`src/rtl/tss_pkg.sv`:
```
// Package for the tick and sleep task scheduler.
// Holds field widths, action codes, reset constants and the controller command type.
// No dependencies.
package tss_pkg;

  localparam int ACTION_W      = 2;
  localparam int TICK_W        = 32;
  localparam int PRIO_W        = 8;
  localparam int PERIOD_W      = 8;
  localparam int CUR_IDX_W     = 2;
  localparam int TOTAL_W       = 3;

  localparam int TASK_SLOTS_DEF = 4;
  localparam logic [PERIOD_W-1:0] SLICE_PERIOD_RST = 8'd10;

  typedef enum logic [ACTION_W-1:0] {
    ACT_TICK   = 2'd0,
    ACT_SLEEP  = 2'd1,
    ACT_REG    = 2'd2,
    ACT_SWITCH = 2'd3
  } action_t;

  typedef struct packed {
    logic capture;
    logic exec;
  } tss_cmd_t;

endpackage

```
`src/rtl/tss_if.sv`:
```
// Valid/ready channel interfaces for scheduler action items and result items.
// Depends on tss_pkg for the field widths.
interface tss_in_if import tss_pkg::*; ();
  logic                valid;
  logic                ready;
  logic [ACTION_W-1:0] action;
  logic [TICK_W-1:0]   sleep_ticks;
  logic [PRIO_W-1:0]   new_priority;

  modport source (output valid, action, sleep_ticks, new_priority, input ready);
  modport sink   (input valid, action, sleep_ticks, new_priority, output ready);
endinterface

interface tss_out_if import tss_pkg::*; ();
  logic                 valid;
  logic                 ready;
  logic                 switch_request;
  logic [CUR_IDX_W-1:0] current_index;
  logic [TOTAL_W-1:0]   task_total;
  logic [TICK_W-1:0]    tick_value;
  logic                 register_ok;

  modport source (output valid, switch_request, current_index, task_total, tick_value,
                  register_ok, input ready);
  modport sink   (input valid, switch_request, current_index, task_total, tick_value,
                  register_ok, output ready);
endinterface

```
`src/rtl/tss_ctrl.sv`:
```
// Controller of the scheduler: sequences capture, execute and result hand-off.
// Depends on tss_pkg for the command type.
module tss_ctrl import tss_pkg::*; (
  input  logic     clk,
  input  logic     rst_n,
  input  logic     in_valid,
  output logic     in_ready,
  output logic     out_valid,
  input  logic     out_ready,
  output tss_cmd_t cmd
);

  typedef enum logic [1:0] {
    ST_IDLE,
    ST_EXEC,
    ST_OUT
  } state_t;

  state_t state_r;
  logic   in_ready_r;
  logic   out_valid_r;
  logic   exec_r;

  always_ff @(posedge clk) begin
    if (!rst_n) begin
      state_r     <= ST_IDLE;
      in_ready_r  <= 1'b0;
      out_valid_r <= 1'b0;
      exec_r      <= 1'b0;
    end else begin
      case (state_r)
        ST_IDLE: begin
          if (in_ready_r && in_valid) begin
            state_r    <= ST_EXEC;
            in_ready_r <= 1'b0;
            exec_r     <= 1'b1;
          end else begin
            in_ready_r <= 1'b1;
          end
        end
        ST_EXEC: begin
          state_r     <= ST_OUT;
          exec_r      <= 1'b0;
          out_valid_r <= 1'b1;
        end
        ST_OUT: begin
          if (out_ready) begin
            state_r     <= ST_IDLE;
            out_valid_r <= 1'b0;
            in_ready_r  <= 1'b1;
          end
        end
        default: begin
          state_r     <= ST_IDLE;
          in_ready_r  <= 1'b0;
          out_valid_r <= 1'b0;
          exec_r      <= 1'b0;
        end
      endcase
    end
  end

  assign in_ready    = in_ready_r;
  assign out_valid   = out_valid_r;
  assign cmd.capture = in_ready_r & in_valid;
  assign cmd.exec    = exec_r;

  a_ready_valid_excl: assert property (@(posedge clk) disable iff (!rst_n)
    !(in_ready_r && out_valid_r))
    else $error("input ready and result valid are high together");

  a_capture_then_exec: assert property (@(posedge clk) disable iff (!rst_n)
    cmd.capture |=> exec_r)
    else $error("captured item was not executed in the next cycle");

  a_exec_then_out: assert property (@(posedge clk) disable iff (!rst_n)
    exec_r |=> (out_valid_r && !exec_r))
    else $error("executed item did not produce a result");

endmodule

```
`src/rtl/tss_datapath.sv`:
```
// Datapath of the scheduler: task table, tick and slice counters, result register.
// Depends on tss_pkg; driven by commands from tss_ctrl.
module tss_datapath import tss_pkg::*; #(
  parameter int TASK_SLOTS = TASK_SLOTS_DEF
) (
  input  logic                 clk,
  input  logic                 rst_n,
  input  tss_cmd_t             cmd,
  input  logic                 cfg_we,
  input  logic [PERIOD_W-1:0]  cfg_wdata,
  input  logic [ACTION_W-1:0]  in_action,
  input  logic [TICK_W-1:0]    in_sleep_ticks,
  output logic                 out_switch_request,
  output logic [CUR_IDX_W-1:0] out_current_index,
  output logic [TOTAL_W-1:0]   out_task_total,
  output logic [TICK_W-1:0]    out_tick_value,
  output logic                 out_register_ok
);

  localparam int IDX_W = (TASK_SLOTS > 1) ? $clog2(TASK_SLOTS) : 1;
  localparam int CNT_W = $clog2(TASK_SLOTS + 1);

  action_t                       act_r;
  logic [TICK_W-1:0]             dly_r;

  logic [TASK_SLOTS-1:0]         blk_r,  blk_nxt;
  logic [TASK_SLOTS-1:0][TICK_W-1:0] wake_r, wake_nxt;
  logic [CNT_W-1:0]              cnt_r,  cnt_nxt;
  logic [IDX_W-1:0]              run_r,  run_nxt;
  logic [TICK_W-1:0]             tick_r, tick_nxt;
  logic [PERIOD_W-1:0]           slice_r, slice_nxt;
  logic [PERIOD_W-1:0]           period_r;

  logic                          req_r,   req_nxt;
  logic                          regok_r, regok_nxt;

  logic [TICK_W-1:0]             tick_inc;
  logic [TASK_SLOTS-1:0]         slot_live;
  logic [TASK_SLOTS-1:0]         wake_due;
  logic [TASK_SLOTS-1:0][TICK_W-1:0] wake_diff;
  logic [PERIOD_W:0]             slice_sum;
  logic                          slice_end;
  logic                          run_live;

  assign tick_inc  = tick_r + TICK_W'(1);
  assign slice_sum = {1'b0, slice_r} + (PERIOD_W+1)'(1);
  assign slice_end = slice_sum >= {1'b0, period_r};
  assign run_live  = CNT_W'(run_r) < cnt_r;

  always_comb begin
    for (int i = 0; i < TASK_SLOTS; i++) begin
      slot_live[i] = CNT_W'(i) < cnt_r;
      wake_diff[i] = tick_inc - wake_r[i];
      wake_due[i]  = slot_live[i] && blk_r[i] && !wake_diff[i][TICK_W-1];
    end
  end

  always_comb begin
    logic found;
    found     = 1'b0;
    blk_nxt   = blk_r;
    wake_nxt  = wake_r;
    cnt_nxt   = cnt_r;
    run_nxt   = run_r;
    tick_nxt  = tick_r;
    slice_nxt = slice_r;
    req_nxt   = 1'b0;
    regok_nxt = 1'b0;
    case (act_r)
      ACT_TICK: begin
        tick_nxt = tick_inc;
        blk_nxt  = blk_r & ~wake_due;
        if (slice_end) begin
          slice_nxt = '0;
        end else begin
          slice_nxt = slice_sum[PERIOD_W-1:0];
        end
        req_nxt = slice_end | (|wake_due);
      end
      ACT_SLEEP: begin
        if (run_live) begin
          blk_nxt[run_r]  = 1'b1;
          wake_nxt[run_r] = tick_r + dly_r;
        end
        req_nxt = 1'b1;
      end
      ACT_REG: begin
        if (cnt_r < CNT_W'(TASK_SLOTS)) begin
          blk_nxt[cnt_r[IDX_W-1:0]]  = 1'b0;
          wake_nxt[cnt_r[IDX_W-1:0]] = '0;
          cnt_nxt   = cnt_r + CNT_W'(1);
          regok_nxt = 1'b1;
        end
      end
      ACT_SWITCH: begin
        for (int i = 0; i < TASK_SLOTS; i++) begin
          if (!found && slot_live[i] && (IDX_W'(i) != run_r) && !blk_r[i]) begin
            run_nxt = IDX_W'(i);
            found   = 1'b1;
          end
        end
      end
      default: begin
        req_nxt = 1'b0;
      end
    endcase
  end

  always_ff @(posedge clk) begin
    if (cmd.capture) begin
      act_r <= action_t'(in_action);
      dly_r <= in_sleep_ticks;
    end
    if (cmd.exec) begin
      blk_r   <= blk_nxt;
      wake_r  <= wake_nxt;
      req_r   <= req_nxt;
      regok_r <= regok_nxt;
    end
  end

  always_ff @(posedge clk) begin
    if (!rst_n) begin
      cnt_r    <= '0;
      run_r    <= '0;
      tick_r   <= '0;
      slice_r  <= '0;
      period_r <= SLICE_PERIOD_RST;
    end else begin
      if (cfg_we) begin
        period_r <= cfg_wdata;
      end
      if (cmd.exec) begin
        cnt_r   <= cnt_nxt;
        run_r   <= run_nxt;
        tick_r  <= tick_nxt;
        slice_r <= slice_nxt;
      end
    end
  end

  assign out_switch_request = req_r;
  assign out_current_index  = CUR_IDX_W'(run_r);
  assign out_task_total     = TOTAL_W'(cnt_r);
  assign out_tick_value     = tick_r;
  assign out_register_ok    = regok_r;

  a_count_bound: assert property (@(posedge clk) disable iff (!rst_n)
    cnt_r <= CNT_W'(TASK_SLOTS))
    else $error("task count exceeds the table size");

  a_running_valid: assert property (@(posedge clk) disable iff (!rst_n)
    (CNT_W'(run_r) < cnt_r) || (run_r == '0))
    else $error("running task index points past the registered tasks");

  a_sleep_requests: assert property (@(posedge clk) disable iff (!rst_n)
    (cmd.exec && act_r == ACT_SLEEP) |=> req_r)
    else $error("sleep item did not request a switch");

  a_count_only_on_reg: assert property (@(posedge clk) disable iff (!rst_n)
    (cmd.exec && act_r != ACT_REG) |=> $stable(cnt_r))
    else $error("task count changed on an item that is not a register");

endmodule

```
`src/rtl/tick_sleep_task_scheduler_top.sv`:
```
// An item is accepted at a clock edge while in_ch.ready is high; the action is captured
// at that edge, the datapath updates the task table and counters in the following cycle,
// and the result becomes valid at the end of that execute cycle and holds until out_ch.ready takes
// it. The next item is accepted in the cycle after the result has been taken, so a new item
// is not taken while the last one is still in flight. The rate is set by the controller's capture, execute
// and hand-off sequence. in_ch.ready is low in reset and is first raised by the controller's idle state. The
// slice period register written through cfg_we takes effect on the next tick item.
// Top level of the scheduler; depends on tss_pkg, tss_if, tss_ctrl and tss_datapath.
module tick_sleep_task_scheduler_top import tss_pkg::*; #(
  parameter int TASK_SLOTS = TASK_SLOTS_DEF
) (
  input  logic                clk,
  input  logic                rst_n,
  tss_in_if.sink              in_ch,
  tss_out_if.source           out_ch,
  input  logic                cfg_we,
  input  logic [PERIOD_W-1:0] cfg_wdata
);

  tss_cmd_t cmd;

  tss_ctrl u_ctrl (
    .clk       (clk),
    .rst_n     (rst_n),
    .in_valid  (in_ch.valid),
    .in_ready  (in_ch.ready),
    .out_valid (out_ch.valid),
    .out_ready (out_ch.ready),
    .cmd       (cmd)
  );

  tss_datapath #(
    .TASK_SLOTS (TASK_SLOTS)
  ) u_datapath (
    .clk                (clk),
    .rst_n              (rst_n),
    .cmd                (cmd),
    .cfg_we             (cfg_we),
    .cfg_wdata          (cfg_wdata),
    .in_action          (in_ch.action),
    .in_sleep_ticks     (in_ch.sleep_ticks),
    .out_switch_request (out_ch.switch_request),
    .out_current_index  (out_ch.current_index),
    .out_task_total     (out_ch.task_total),
    .out_tick_value     (out_ch.tick_value),
    .out_register_ok    (out_ch.register_ok)
  );

endmodule
```
`src/flat_wrapper.sv`:
```
// flat-port wrapper written by rule: the top's interface ports become plain ports
module tick_sleep_task_scheduler_top_flat import tss_pkg::*;
#(
  parameter int TASK_SLOTS = TASK_SLOTS_DEF
)
  (clk, rst_n, cfg_we, cfg_wdata, in_ch_valid, in_ch_action, in_ch_sleep_ticks, in_ch_new_priority, in_ch_ready, out_ch_valid, out_ch_switch_request, out_ch_current_index, out_ch_task_total, out_ch_tick_value, out_ch_register_ok, out_ch_ready);
  tss_in_if in_ch_i ();
  tss_out_if out_ch_i ();
  input  logic clk;
  input  logic rst_n;
  input  logic cfg_we;
  input  logic [PERIOD_W-1:0] cfg_wdata;
  input wire logic [$bits(in_ch_i.valid)-1:0] in_ch_valid;
  input wire logic [$bits(in_ch_i.action)-1:0] in_ch_action;
  input wire logic [$bits(in_ch_i.sleep_ticks)-1:0] in_ch_sleep_ticks;
  input wire logic [$bits(in_ch_i.new_priority)-1:0] in_ch_new_priority;
  output wire logic [$bits(in_ch_i.ready)-1:0] in_ch_ready;
  output wire logic [$bits(out_ch_i.valid)-1:0] out_ch_valid;
  output wire logic [$bits(out_ch_i.switch_request)-1:0] out_ch_switch_request;
  output wire logic [$bits(out_ch_i.current_index)-1:0] out_ch_current_index;
  output wire logic [$bits(out_ch_i.task_total)-1:0] out_ch_task_total;
  output wire logic [$bits(out_ch_i.tick_value)-1:0] out_ch_tick_value;
  output wire logic [$bits(out_ch_i.register_ok)-1:0] out_ch_register_ok;
  input wire logic [$bits(out_ch_i.ready)-1:0] out_ch_ready;
  assign in_ch_i.valid = in_ch_valid;
  assign in_ch_i.action = in_ch_action;
  assign in_ch_i.sleep_ticks = in_ch_sleep_ticks;
  assign in_ch_i.new_priority = in_ch_new_priority;
  assign in_ch_ready = in_ch_i.ready;
  assign out_ch_valid = out_ch_i.valid;
  assign out_ch_switch_request = out_ch_i.switch_request;
  assign out_ch_current_index = out_ch_i.current_index;
  assign out_ch_task_total = out_ch_i.task_total;
  assign out_ch_tick_value = out_ch_i.tick_value;
  assign out_ch_register_ok = out_ch_i.register_ok;
  assign out_ch_i.ready = out_ch_ready;
  tick_sleep_task_scheduler_top #(.TASK_SLOTS(TASK_SLOTS)) u_core (.clk(clk), .rst_n(rst_n), .in_ch(in_ch_i), .out_ch(out_ch_i), .cfg_we(cfg_we), .cfg_wdata(cfg_wdata));
endmodule
```
`config.mk`:
```
export PLATFORM = sky130hd
export DESIGN_NAME = tick_sleep_task_scheduler_top_flat
export DESIGN_NICKNAME = d
export VERILOG_FILES = /design/src/rtl/tss_pkg.sv /design/src/rtl/tss_if.sv /design/src/rtl/tss_ctrl.sv /design/src/rtl/tss_datapath.sv /design/src/rtl/tick_sleep_task_scheduler_top.sv /design/src/flat_wrapper.sv
export SDC_FILE = /design/constraint.sdc
export NUM_CORES = 1
export LEC_CHECK = 0
export BUFFER_PORTS_ARGS = -buffer_cell sky130_fd_sc_hd__buf_2
export CAP_MARGIN = 5
export CORE_AREA = 2 2 192 194
export DETAILED_ROUTE_END_ITERATION = 10
export DIE_AREA = 0 0 194 196
export HOLD_SLACK_MARGIN = 0.03
export MAX_ROUTING_LAYER = met4
export PLACE_DENSITY = 0.67
export SYNTH_ARGS = -nofsm -noshare
export SYNTH_HDL_FRONTEND = slang
export SYNTH_SLANG_ARGS = --single-unit
```
`constraint.sdc`:
```
create_clock -name clk -period 4.1 [get_ports clk]
set_input_delay 0.615 -clock clk [delete_from_list [all_inputs] [get_ports clk]]
set_output_delay 0.615 -clock clk [all_outputs]
set_load 0.05 [all_outputs]
```
==> impl_summary.md, run 1 <==
Run status
The run finished with clean final reports.

Clocking
The clock tree from TritonCTS is done. CTS built an H-tree with a depth of 1. The clock network latency to the later pin of the worst-skew pair is 560 ps. After clock tree synthesis, the clock-pin slew on the worst setup and hold paths is approximately 60 ps. The TritonCTS sink count is between 200 and 250.

The longest clock path from root to sink contains 3 buffers. The clock tree root driver cell is sky130_fd_sc_hd__clkbuf_16. The total CTS buffers is 28. Buffers inserted to repair hold after CTS numbered 0.

Power and ir drop
The analysis attributes to cell leakage a power of 7.82 nW. The power per cell area is about 310 nW/µm². The worst supply voltage drop on vdd is 0.000324 V.

Yosys
Of all cell types, the one taking the most synthesized area is sky130_fd_sc_hd__edfxtp_1. Counting flops and latches in the post-synthesis netlist gives around 230. The number of nets in the synthesized netlist is 1651. The synthesized design devotes to its leading area cell type a little over a third of total area. The arithmetic-cell share of the synthesized area counting full adders, half adders and majority gates is 14.4%. The fraction of synthesized area in multiplexers is less than 1%.

The count of different cell masters after synthesis is 67. The average instance in the mapped netlist occupies 10.2 µm². The sequential cell area fraction in the yosys report is 42.7%. The share of the synthesized netlist area taken by xor and xnor gates is under 10%. Among all flip-flop cells after synthesis, the most frequent one is sky130_fd_sc_hd__edfxtp_1. Counting flops with an async set or reset pin after synthesis yields a share of 0%. The count of synthesis-stage warnings from yosys is 0. In the post-synthesis netlist, the biggest area contributors are sky130_fd_sc_hd__edfxtp_1 35%, sky130_fd_sc_hd__ha_1 14%, sky130_fd_sc_hd__dfxtp_1 8.0%. The mapped netlist covers approximately 15000 µm².

Yosys mapped a number of flops with a built-in enable equal to roughly 170. The synthesized-area fraction occupied by ao, oa, aoi and oai cells is around a fifth. By area, the combinational part of the netlist is dominated by compound AO/OA/AOI/OAI gates. Synthesis produced a netlist whose cell count is between 1000 and 1500. Summing the areas of all and, or, nand and nor instances in the mapped netlist gives 12.7% of the synthesized area.

Layout
Of the cells placed in the final design, the portion with a size suffix greater than 1 is a little under a fifth. Excluding fillers, the count of instances in the completed layout stands at around 2100. The top cell types in the final layout, fill and taps aside, are 168 x sky130_fd_sc_hd__edfxtp_1, 165 x sky130_fd_sc_hd__ha_1, 145 x sky130_fd_sc_hd__inv_1, 120 x sky130_fd_sc_hd__a22o_1, 116 x sky130_fd_sc_hd__nand2_1. Leaving out fill and tap cells, the most frequent cell in the layout is sky130_fd_sc_hd__edfxtp_1. The multi-input combinational cell area is around 7800 µm². The register area is around 6200 µm².

The antenna diode instance count is 0. The area growth from synthesis to layout is 18.5%. The net count of the finished layout is 1805. Fill cells in the final layout number around 3300.

Floorplan
The die is about 190 µm wide. For this configuration, the core starts out at a cell density of 40.3%. In this run the vertical extent of the chip is around 200 µm. During I/O placement, the number of pins put on the boundary was 96. The overall die area is 38000 µm².

The core region area is about 36000 µm². The site row count is 70.

Routing
The number of nets with antenna violations after routing is 0. The routed design has roughly 41000 µm of wire. The detailed router finished its first iteration with about 1000 violations. The number of vias after detailed routing is approximately 12000. The average detailed-routed wire length per instance is just under 20 µm. The number of remaining DRC errors is 0. The via density per instance is about 5.6. Before antenna repair, the detailed router went through 5 iterations.

Setup path
The worst setup path endpoint is u_core.u_datapath.blk_r[3]. The register-to-register setup slack is ~210 ps. The critical path startpoint category is a register.

The worst register-to-register path ends at u_core.u_datapath.blk_r[3]. The source of the critical timing path is u_core.u_datapath.out_tick_value[0]. The worst reg2reg path startpoint is u_core.u_datapath.out_tick_value[0].

The required time of the worst setup path is approximately 4400 ps. The endpoint class of the critical path is a register. The category of the most critical setup path is register to register.

The largest fanout of any net on the critical path is 4. The worst endpoint data arrival time is 4190 ps. The number of cells on the worst reg-to-reg path is 20.

Global routing
The initial antenna violation count is 0. The first-pass GRT wire length is ~64000 µm. The number of global-route vias before repair came to between 10000 and 15000. In the global route stage, overall resource usage came out at a little over a fifth. Summed over all layers, the global routing overflow is 0. The largest net degree at the start of global routing is between 50 and 60.

Flow run
The total of max-cap violations is 0.

Timing
For the finished layout, the period the worst path requires is a little under 4000 ps. The measured slew at the worst slew-check pin is roughly 1100 ps. The worst-case hold slack is 233 ps. The remaining max-slew budget at the tightest pin is roughly a quarter. The final-report max-slew violation count is 0. For this run, the top clock speed supported by timing is roughly 260 MHz.

The worst clock skew on the final layout is 8.59 ps. Setup violations remaining at the end of the flow were counted as 0. The final number of hold-violating endpoints is 0. The final period utilization is between 90% and 100%.

Hold path
The type of the most critical hold path is input port to register.

Placement
The placed cell count is just over 2000. Detailed placement ended at an HPWL of 29000 µm. Routability-driven placement finished with a final weighted congestion of approximately 0.89.

The quantity of I/O buffers inserted on ports is 87.
==> per-stage QoR <==
step / worst slack [ps] / setup TNS (ps) / total power, mW / util [%] / cell area, µm²
detailed placement: -195 / -343 / 2.84 / 44.7 / 16100
CTS: 9.01 / 0 / 5.42 / 47.5 / 17200
floorplan: 1.19 / 0 / 2.74 / - / 14600
global route: -3.39 / -5.58 / 5.54 / 47.7 / 17200
finish: 212 / 0 / 5.38 / 47.7 / 17200
global placement: -78.3 / -103 / 2.84 / 44.7 / 16100
==> cell usage after synthesis (10+ instances only) <==
cell type and count:
sky130_fd_sc_hd__a21boi_0 10, sky130_fd_sc_hd__a21o_1 33, sky130_fd_sc_hd__a21oi_1 84, sky130_fd_sc_hd__a22o_1 120, sky130_fd_sc_hd__and2_1 32, sky130_fd_sc_hd__and3_1 11
sky130_fd_sc_hd__and4_1 15, sky130_fd_sc_hd__clkbuf_1 45, sky130_fd_sc_hd__dfxtp_1 58, sky130_fd_sc_hd__edfxtp_1 168, sky130_fd_sc_hd__ha_1 166, sky130_fd_sc_hd__inv_1 146
sky130_fd_sc_hd__nand2_1 116, sky130_fd_sc_hd__nand3_1 33, sky130_fd_sc_hd__nand4_1 23, sky130_fd_sc_hd__nor2_1 57, sky130_fd_sc_hd__nor2b_1 23, sky130_fd_sc_hd__nor3_1 11
sky130_fd_sc_hd__o21a_1 11, sky130_fd_sc_hd__o21ai_0 59, sky130_fd_sc_hd__xnor2_1 67, sky130_fd_sc_hd__xor2_1 28
==> layer usage <==
metal / track usage, % / share of wire, % / vias up
li1: - / - / 5541
met1: 29.9 / 45 / 5542
met2: 32.9 / 44 / 450
met3: 4.57 / 8.3 / 86
met4: 6.23 / 2.9 / 0
met5: - / 0 / -
==> worst min-delay path by stage <==
stage	slack, ps	from	to	cells past startpoint
floorplan	460	u_core.u_datapath.period_r[1]	u_core.u_datapath.period_r[1]	2
global placement	460	u_core.u_ctrl.out_valid	u_core.u_ctrl.out_valid	1
detailed placement	470	u_core.u_ctrl.out_valid	u_core.u_ctrl.out_valid	1
CTS	210	in_ch_sleep_ticks[20]	u_core.u_datapath.dly_r[20]	1
global route	220	in_ch_sleep_ticks[2]	u_core.u_datapath.dly_r[2]	1
finish	230	in_ch_sleep_ticks[7]	u_core.u_datapath.dly_r[7]	1
==> logic make-up after synthesis <==
group / Yosys count
compound gates: 380
flops: 226
fa+ha+maj: 167
buf+inv: 194
simple gates: 358
xor+xnor: 97
mux: 7
==> critical path: stages, from the launching register on <==
cell and delay (ps):
sky130_fd_sc_hd__dfxtp_4 360, sky130_fd_sc_hd__ha_4 140, sky130_fd_sc_hd__nand3_4 110, sky130_fd_sc_hd__nor3_4 210, sky130_fd_sc_hd__and4_4 290, sky130_fd_sc_hd__nand4_4 120
sky130_fd_sc_hd__nor2_4 150, sky130_fd_sc_hd__nand3_4 120, sky130_fd_sc_hd__nor2_4 100, sky130_fd_sc_hd__xor2_1 150, sky130_fd_sc_hd__buf_4 160, sky130_fd_sc_hd__ha_1 240
sky130_fd_sc_hd__a21o_1 160, sky130_fd_sc_hd__a21o_1 180, sky130_fd_sc_hd__a221oi_2 210, sky130_fd_sc_hd__o21ai_1 110, sky130_fd_sc_hd__a21oi_2 200, sky130_fd_sc_hd__xnor2_2 160
sky130_fd_sc_hd__nand3_1 120, sky130_fd_sc_hd__o2111ai_1 220, sky130_fd_sc_hd__o21ai_0 100
==> state kept, by name (all words and copies together), names as in the netlist, 2 cells and up <==
signal / cells
u_core.u_datapath.wake_r: 128
u_core.u_datapath.dly_r: 32
u_core.u_datapath.out_tick_value: 32
u_core.u_datapath.period_r: 8
u_core.u_datapath.slice_r: 8
u_core.u_datapath.blk_r: 4
u_core.u_datapath.out_task_total: 3
u_core.u_ctrl.state_r: 2
u_core.u_datapath.act_r: 2
u_core.u_datapath.out_current_index: 2
==> where the power goes <==
part | switching (mW) | internal (mW)
clock network | 1.05 | 1.52
logic | 0.179 | 0.107
registers | 0.0237 | 2.49
==> what timing repair did <==
item                       in CTS  in global routing
buffers inserted                1                  0
hold endpoints to repair        0                  0
gates resized for setup        11                 19
setup endpoints to repair       5                  5
pin swaps                       5                  9
==> area by class of cell <==
| cell class | instances | share of cell area [%] |
|---|---|---|
| clock buffer | 31 | 4.37 |
| clock inverter | 21 | 1.25 |
| inverter | 146 | 3.18 |
| multi-input combinational | 1009 | 45.3 |
| sequential | 226 | 36.2 |
| tap | 468 | 3.40 |
| timing repair buffer | 172 | 6.31 |
Power figures use the tool's default switching activity.
==> inputs of run 2 (changes only) <==
PLACE_DENSITY = 0.65   (was 0.67)
clock period = 3.7 ns   (was 4.1 ns; I/O delays follow)
==> impl_summary.md, run 2 (synthesis results as in run 1) <==
Routing
The number of remaining DRC errors is 0 (unchanged). The detailed router's first-iteration violation count is 1002 (was 1012). The number of nets with antenna violations after routing came to 0 (unchanged). The number of vias after detailed routing is 11838 (was 11619). The via density per instance is 5.56 (was 5.60). The wire length after detailed routing is 41900 µm (was 41100 µm).

The first-pass iteration count of the detailed router is 5 (unchanged). The average detailed-routed wire length per instance was 19.7 µm (was 19.8 µm).

Global routing
The global-route track usage on met3 came to 4.11% (was 4.57%). The initial antenna violation count is 1 (was 0). The met1 global-route usage was 30.4% (was 29.9%). The number of global-route vias before repair is 11840 (was 11488). The leftover overflow at the end of global routing is 0 (unchanged).

The largest net degree at the start of global routing is 58 (unchanged). The first-pass GRT wire length was 65800 µm (was 63700 µm). The total track usage came to 22.5% (was 21.9%). The busiest metal layer after global routing is met2 (unchanged). The met2 track demand over resource is 34.8% (was 32.9%).

Floorplan
The width of the chip is 194 µm (unchanged). The overall die area is 38000 µm² (unchanged). The core region area is 36100 µm² (unchanged). The starting utilization of the core area is 40.3% (unchanged). The site row count came to 70 (unchanged). The vertical die dimension is 196 µm (unchanged).

The count of boundary I/O pins was 96 (unchanged).

Power and ir drop
The switching share of total power came to 23.9% (was 23.4%). The net load switching power was 1.41 mW (was 1.26 mW). The power after layout was 5.89 mW (was 5.38 mW). The part of the total power dissipated in combinational logic came to 5.5% (was 5.3%). The share of power burned in registers is 47.3% (was 46.7%).

The static leakage power is 8.11 nW (was 7.82 nW). The cell-internal power is 4.48 mW (was 4.12 mW). The clock share of power is 47.1% (was 47.9%). The worst supply voltage drop on vdd was 0.000312 V (was 0.000324 V).

The power per cell area is 333 nW/µm² (was 312 nW/µm²).

Setup path
The critical path startpoint category is a register (unchanged). The worst flop-to-flop path endpoint is u_core.u_datapath.out_switch_request (was u_core.u_datapath.blk_r[3]). The endpoint class of the critical path is a register (unchanged). The register-to-register setup slack is -150 ps (was 210 ps). The required time of the worst setup path is 4120 ps (was 4400 ps). The category of the most critical setup path is register to register (unchanged).

The largest fanout of any net on the critical path is 4 (unchanged). The worst endpoint data arrival time is 4270 ps (was 4190 ps). The length in cells of the worst reg-to-reg path is 20 (unchanged). The worst reg2reg path startpoint is u_core.u_datapath.out_tick_value[0] (unchanged).

Clocking
The clock tree root driver cell was sky130_fd_sc_hd__clkbuf_16 (unchanged). The clock network latency to the later pin of the worst-skew pair came to 580 ps (was 560 ps). The largest buffer count on any clock path is 3 (unchanged).

The quantity of hold-fixing buffers added after cts is 0 (unchanged). The TritonCTS sink count is 226 (unchanged). The total CTS buffers is 29 (was 28). The deepest level of the CTS H-tree is 1 (unchanged). The clock tree from TritonCTS is done (unchanged).

The clock transition at the register clock pins on the worst setup and hold paths after CTS is 60 ps (about the same).

Timing
The remaining max-slew budget at the tightest pin is 22.5% (was 24.9%). The worst-case hold slack came to 151 ps (was 233 ps). The final period utilization is 104% (was 94.8%). The final number of hold-violating endpoints is 0 (unchanged). The worst clock skew on the final layout was 15.9 ps (was 8.59 ps).

The measured slew at the worst slew-check pin is 1150 ps (was 1120 ps). The final-report max-slew violation count was 0 (unchanged). The number of setup violations in the final report is 5 (was 0). The setup slack after layout was -146 ps (was 212 ps). Setup repair after global routing could not meet its margin everywhere. The maximum achievable frequency is 260 MHz (was 257 MHz). The shortest clock period the worst path allows after layout is 3850 ps (was 3890 ps).

Layout
The net count of the finished layout is 1860 (was 1805). The number of flip-flops in the largest register is 128 (unchanged). The share of final-layout standard cells stronger than drive strength 1 is 21.3% (was 18.2%). The most common cell after layout, fill and taps aside was sky130_fd_sc_hd__edfxtp_1 (unchanged). Highest-count cells in the layout ignoring fill and taps: 168 x sky130_fd_sc_hd__edfxtp_1, 162 x sky130_fd_sc_hd__ha_1, 145 x sky130_fd_sc_hd__inv_1, 137 x sky130_fd_sc_hd__buf_4, 120 x sky130_fd_sc_hd__a22o_1 (was 168 x sky130_fd_sc_hd__edfxtp_1, 165 x sky130_fd_sc_hd__ha_1, 145 x sky130_fd_sc_hd__inv_1, 120 x sky130_fd_sc_hd__a22o_1, 116 x sky130_fd_sc_hd__nand2_1). The layout filler cell count is 3396 (was 3338). The area growth from synthesis to final layout came to 21.8% (was 18.5%). The register name with the most flops was u_core.u_datapath.wake_r (unchanged). The final design area excluding fillers is 17700 µm² (was 17200 µm²).

Hold path
The number of cells traversed by the worst hold path is 1 (unchanged). The type of the most critical hold path is input port to register (unchanged). The critical hold path startpoint is in_ch_sleep_ticks[3] (was in_ch_sleep_ticks[7]). The capture endpoint of the worst hold path is u_core.u_datapath.dly_r[3] (was u_core.u_datapath.dly_r[7]).

Run status
The final reports fail on negative setup slack. Status: finished, violations left (was complete, no violations).

Flow run
The total of max-cap violations is 0 (unchanged).

Placement
The post-place instance area is 16600 µm² (was 16100 µm²). The quantity of I/O buffers inserted on ports came to 87 (unchanged). The routability congestion estimate was 0.870 (was 0.890). The sum of net half-perimeters after detailed placement is 29800 µm (was 29000 µm).

The worst-case setup slack after placement came to -200 ps (was -195 ps).
-- run 2: how the worst max path moves through the flow --
stage	cells after the start	start	slack, ps	endpoint
global placement	20	u_core.u_datapath.out_tick_value[1]	-150	u_core.u_datapath.out_switch_request
detailed placement	20	u_core.u_datapath.out_tick_value[1]	-200	u_core.u_datapath.out_switch_request
CTS	19	u_core.u_datapath.out_tick_value[0]	-220	u_core.u_datapath.blk_r[3]
floorplan	19	u_core.u_datapath.out_tick_value[1]	-110	u_core.u_datapath.blk_r[3]
global route	21	u_core.u_datapath.out_tick_value[0]	-350	u_core.u_datapath.out_switch_request
finish	20	u_core.u_datapath.out_tick_value[0]	-150	u_core.u_datapath.out_switch_request
-- run 2: critical path, cell delays in order, from the launching register on --
cell                       delay [ps]
sky130_fd_sc_hd__dfxtp_4          370
sky130_fd_sc_hd__ha_4             150
sky130_fd_sc_hd__nand3_4           80
sky130_fd_sc_hd__nor3_4           230
sky130_fd_sc_hd__and4_4           300
sky130_fd_sc_hd__nand4_4          110
sky130_fd_sc_hd__nor2_4           150
sky130_fd_sc_hd__nand3_4          140
sky130_fd_sc_hd__nor2_4           130
sky130_fd_sc_hd__xor2_2           180
sky130_fd_sc_hd__buf_6            150
sky130_fd_sc_hd__ha_4             200
sky130_fd_sc_hd__a21o_1           150
sky130_fd_sc_hd__a21o_1           180
sky130_fd_sc_hd__a221oi_2         260
sky130_fd_sc_hd__o31ai_1          110
sky130_fd_sc_hd__a21oi_1          170
sky130_fd_sc_hd__xnor2_1          190
sky130_fd_sc_hd__nand3b_1         130
sky130_fd_sc_hd__and3_4           190
sky130_fd_sc_hd__a31oi_1          110
-- run 2: power by group through the flow --
stage	clock network, mW	logic (mW)	registers [mW]
after CTS	2.84	0.323	2.78
after global placement	0	0.312	2.84
after global routing	2.94	0.354	2.79
final	2.77	0.326	2.78
after detailed placement	0	0.321	2.84
after floorplan	0	0.195	2.84
-- run 2: timing repair --
action | in CTS | in global routing
pin swaps | 24 | 13
resized for setup | 6 | 20
setup endpoints to repair | 5 | 14
setup buffers | 1 | 0
-- run 2: cell type report --
| type | instances | area (µm²) | area share, % |
|---|---|---|---|
| Timing Repair Buffer | 226 | 1500 | 8.45 |
| Multi-Input combinational cell | 1009 | 7910 | 44.7 |
| Clock inverter | 19 | 163 | 0.919 |
| Sequential cell | 226 | 6230 | 35.2 |
| Antenna cell | 1 | 2.50 | 0.0141 |
| Tap cell | 468 | 586 | 3.31 |
| Inverter | 146 | 548 | 3.10 |
| Clock buffer | 35 | 758 | 4.28 |
-- run 2: through the flow --
| stage | std cells | TNS, ps | util, % |
|---|---|---|---|
| after floorplan | 1429 | -256 | - |
| after global placement | 2074 | -522 | 46.0 |
| after detailed placement | 2074 | -820 | 46.0 |
| after CTS | 2129 | -943 | 48.7 |
| after global routing | 2130 | -1610 | 49.0 |
| final | 2130 | -567 | 49.0 |
-- run 2: per-layer routing --
| metal | vias to the layer above | part of all wire [%] |
|---|---|---|
| li1 | 5648 | - |
| met1 | 5756 | 46 |
| met2 | 357 | 45 |
| met3 | 77 | 6.6 |
| met4 | 0 | 2.8 |
| met5 | - | 0 |
==> inputs of run 3 (changes only) <==
RECOVER_POWER = 25   (was not set)
SKIP_LAST_GASP = 1   (was not set)
==> impl_summary.md, run 3 (synthesis results as in run 1) <==
Clocking
The clock tree from TritonCTS is done (unchanged). The total CTS buffers came to 29 (unchanged). The clock tree root driver cell is sky130_fd_sc_hd__clkbuf_16 (unchanged). The deepest level of the CTS H-tree is 1 (unchanged). The TritonCTS sink count is 226 (unchanged). The clock transition at the register clock pins on the worst setup and hold paths after CTS was 60 ps (about the same). The largest buffer count on any clock path is 3 (unchanged). The quantity of hold-fixing buffers added after cts is 0 (unchanged).

The clock network latency to the later pin of the worst-skew pair was 580 ps (about the same).

Setup path
The category of the most critical setup path is register to register (unchanged). The largest fanout of any net on the critical path was 4 (unchanged). The critical path startpoint category was a register (unchanged). The worst endpoint data arrival time came to 4270 ps (about the same). The required time of the worst setup path came to 4120 ps (about the same). The endpoint class of the critical path is a register (unchanged).

Timing
The measured slew at the worst slew-check pin is 2710 ps (was 1150 ps). The final sum of negative setup slack was -579 ps (was -567 ps). The worst clock skew on the final layout is 17.7 ps (was 15.9 ps). The maximum achievable frequency came to 260 MHz (about the same). The worst-case hold slack is 149 ps (was 151 ps). The number of setup violations in the final report is 5 (unchanged). Setup repair after global routing missed its margin: yes (unchanged). The final-report max-slew violation count is 58 (was 0). The setup slack after layout is -146 ps (about the same). The final number of hold-violating endpoints is 0 (unchanged). The final period utilization was 104% (about the same). The shortest clock period the worst path allows after layout was 3850 ps (about the same). The remaining max-slew budget at the tightest pin came to -80.5% (was 22.5%).

Global routing
The leftover overflow at the end of global routing was 0 (unchanged). The largest net degree at the start of global routing is 58 (unchanged). The first-pass GRT wire length is 65800 µm (unchanged). The number of global-route vias before repair was 11840 (unchanged). The initial antenna violation count was 1 (unchanged). The total track usage was 22.5% (unchanged).

Placement
The post-place instance area is 16600 µm² (unchanged). The sum of net half-perimeters after detailed placement is 29800 µm (unchanged). The quantity of I/O buffers inserted on ports is 87 (unchanged).

The routability congestion estimate is 0.870 (unchanged).

Layout
The number of flip-flops in the largest register is 128 (unchanged). The final core area utilization came to 48.9% (was 49.0%). The register name with the most flops is u_core.u_datapath.wake_r (unchanged). The net count of the finished layout is 1860 (unchanged). The final design area excluding fillers is 17600 µm² (was 17700 µm²). The most common cell after layout, fill and taps aside is sky130_fd_sc_hd__edfxtp_1 (unchanged). Highest-count cells in the layout ignoring fill and taps: 168 x sky130_fd_sc_hd__edfxtp_1, 162 x sky130_fd_sc_hd__ha_1, 145 x sky130_fd_sc_hd__inv_1, 136 x sky130_fd_sc_hd__buf_4, 120 x sky130_fd_sc_hd__a22o_1 (was 168 x sky130_fd_sc_hd__edfxtp_1, 162 x sky130_fd_sc_hd__ha_1, 145 x sky130_fd_sc_hd__inv_1, 137 x sky130_fd_sc_hd__buf_4, 120 x sky130_fd_sc_hd__a22o_1). The layout filler cell count was 3407 (was 3396).

The share of final-layout standard cells stronger than drive strength 1 is 19.4% (was 21.3%). The area growth from synthesis to final layout came to 21.4% (was 21.8%).

Power and ir drop
The static leakage power came to 7.98 nW (was 8.11 nW). The worst supply voltage drop on vdd came to 0.000313 V (was 0.000312 V). The power per cell area is 334 nW/µm² (was 333 nW/µm²).

Routing
The number of vias after detailed routing came to 11822 (was 11838). The detailed router's first-iteration violation count is 1014 (was 1002). The wire length after detailed routing is 41900 µm (about the same). The via density per instance came to 5.55 (was 5.56). The number of nets with antenna violations after routing was 0 (unchanged). The first-pass iteration count of the detailed router came to 7 (was 5). The average detailed-routed wire length per instance is 19.7 µm (about the same).

The number of remaining DRC errors is 0 (unchanged).

Floorplan
The starting utilization of the core area came to 40.3% (unchanged). The core region area is 36100 µm² (unchanged). The width of the chip is 194 µm (unchanged). The vertical die dimension came to 196 µm (unchanged).

The count of boundary I/O pins came to 96 (unchanged). The overall die area is 38000 µm² (unchanged). The site row count is 70 (unchanged).

Flow run
The total of max-cap violations came to 1 (was 0).

Hold path
The type of the most critical hold path is input port to register (unchanged).

Run status
Failing checks: max-capacitance violations, max-slew violations, negative setup slack (was negative setup slack). Status: finished, violations left (unchanged).
## run 3: cell types whose count changed in the layout (fill, tap and decap cells not counted)
cell                       delta
sky130_fd_sc_hd__clkbuf_1    +28
sky130_fd_sc_hd__buf_2       -27
sky130_fd_sc_hd__and2_0       +7
sky130_fd_sc_hd__and2_1       -7
sky130_fd_sc_hd__a221oi_1     +1
sky130_fd_sc_hd__a221oi_2     -1
sky130_fd_sc_hd__buf_4        -1
sky130_fd_sc_hd__o21ai_1      +1
sky130_fd_sc_hd__o21ai_2      -1
## run 3: cell type report
class                           instances  area (µm²)  area share, %
Sequential cell                       226        6230           35.3
Clock inverter                         19         163          0.922
Inverter                              146         548           3.11
Timing Repair Buffer                  226        1460           8.26
Multi-Input combinational cell       1009        7900           44.8
Antenna cell                            1        2.50         0.0142
Tap cell                              468         586           3.32
Clock buffer                           35         758           4.30
## run 3: path summary, 6_finish.rpt
path | startpoint | endpoint | slack (ps) | cells past startpoint
worst max-delay path | u_core.u_datapath.out_tick_value[0] | u_core.u_datapath.out_switch_request | -150 | 20
worst min-delay path | in_ch_sleep_ticks[3] | u_core.u_datapath.dly_r[3] | 150 | 1
worst max register to register | u_core.u_datapath.out_tick_value[0] | u_core.u_datapath.out_switch_request | -150 | 20
worst min register to register | u_core.u_ctrl.out_valid | u_core.u_ctrl.out_valid | 480 | 1
## run 3: per-layer routing
layer,vias to the layer above,share of wire (%),global-route usage [%]
li1,5657,-,-
met3,81,6.4,4.11
met4,0,2.9,6.23
met1,5731,46,30.4
met5,-,0,-
met2,353,44,34.8
## run 3: what timing repair did
item | CTS | global route
endpoints found under the setup margin | 5 | 14
setup buffers | 1 | 0
pin swaps | 24 | 13
resized for setup | 6 | 18
## run 3: where the power goes
| part | switching (mW) | leakage, nW | internal [mW] |
|---|---|---|---|
| clock | 1.18 | 0.442 | 1.60 |
| combinational | 0.203 | 5.51 | 0.122 |
| sequential | 0.0277 | 2.02 | 2.76 |
| total | 1.41 | 7.98 | 4.48 |
## run 3: stage by stage
stage / power (mW) / instances / worst slack, ps
after global routing: 6.08 / 2130 / -367
final: 5.89 / 2130 / -146
after global placement: 3.15 / 2074 / -154
after CTS: 5.95 / 2129 / -216
after detailed placement: 3.16 / 2074 / -200
after floorplan: 3.03 / 1429 / -114
## run 3: worst max-delay path: stages (launching register included)
cell	delay, ps
sky130_fd_sc_hd__dfxtp_4	370
sky130_fd_sc_hd__ha_4	150
sky130_fd_sc_hd__nand3_4	80
sky130_fd_sc_hd__nor3_4	230
sky130_fd_sc_hd__and4_4	300
sky130_fd_sc_hd__nand4_4	110
sky130_fd_sc_hd__nor2_4	150
sky130_fd_sc_hd__nand3_4	140
sky130_fd_sc_hd__nor2_4	130
sky130_fd_sc_hd__xor2_2	180
sky130_fd_sc_hd__buf_6	150
sky130_fd_sc_hd__ha_4	200
sky130_fd_sc_hd__a21o_1	150
sky130_fd_sc_hd__a21o_1	180
sky130_fd_sc_hd__a221oi_2	270
sky130_fd_sc_hd__o31ai_1	110
sky130_fd_sc_hd__a21oi_1	170
sky130_fd_sc_hd__xnor2_1	190
sky130_fd_sc_hd__nand3b_1	130
sky130_fd_sc_hd__and3_4	190
sky130_fd_sc_hd__a31oi_1	110
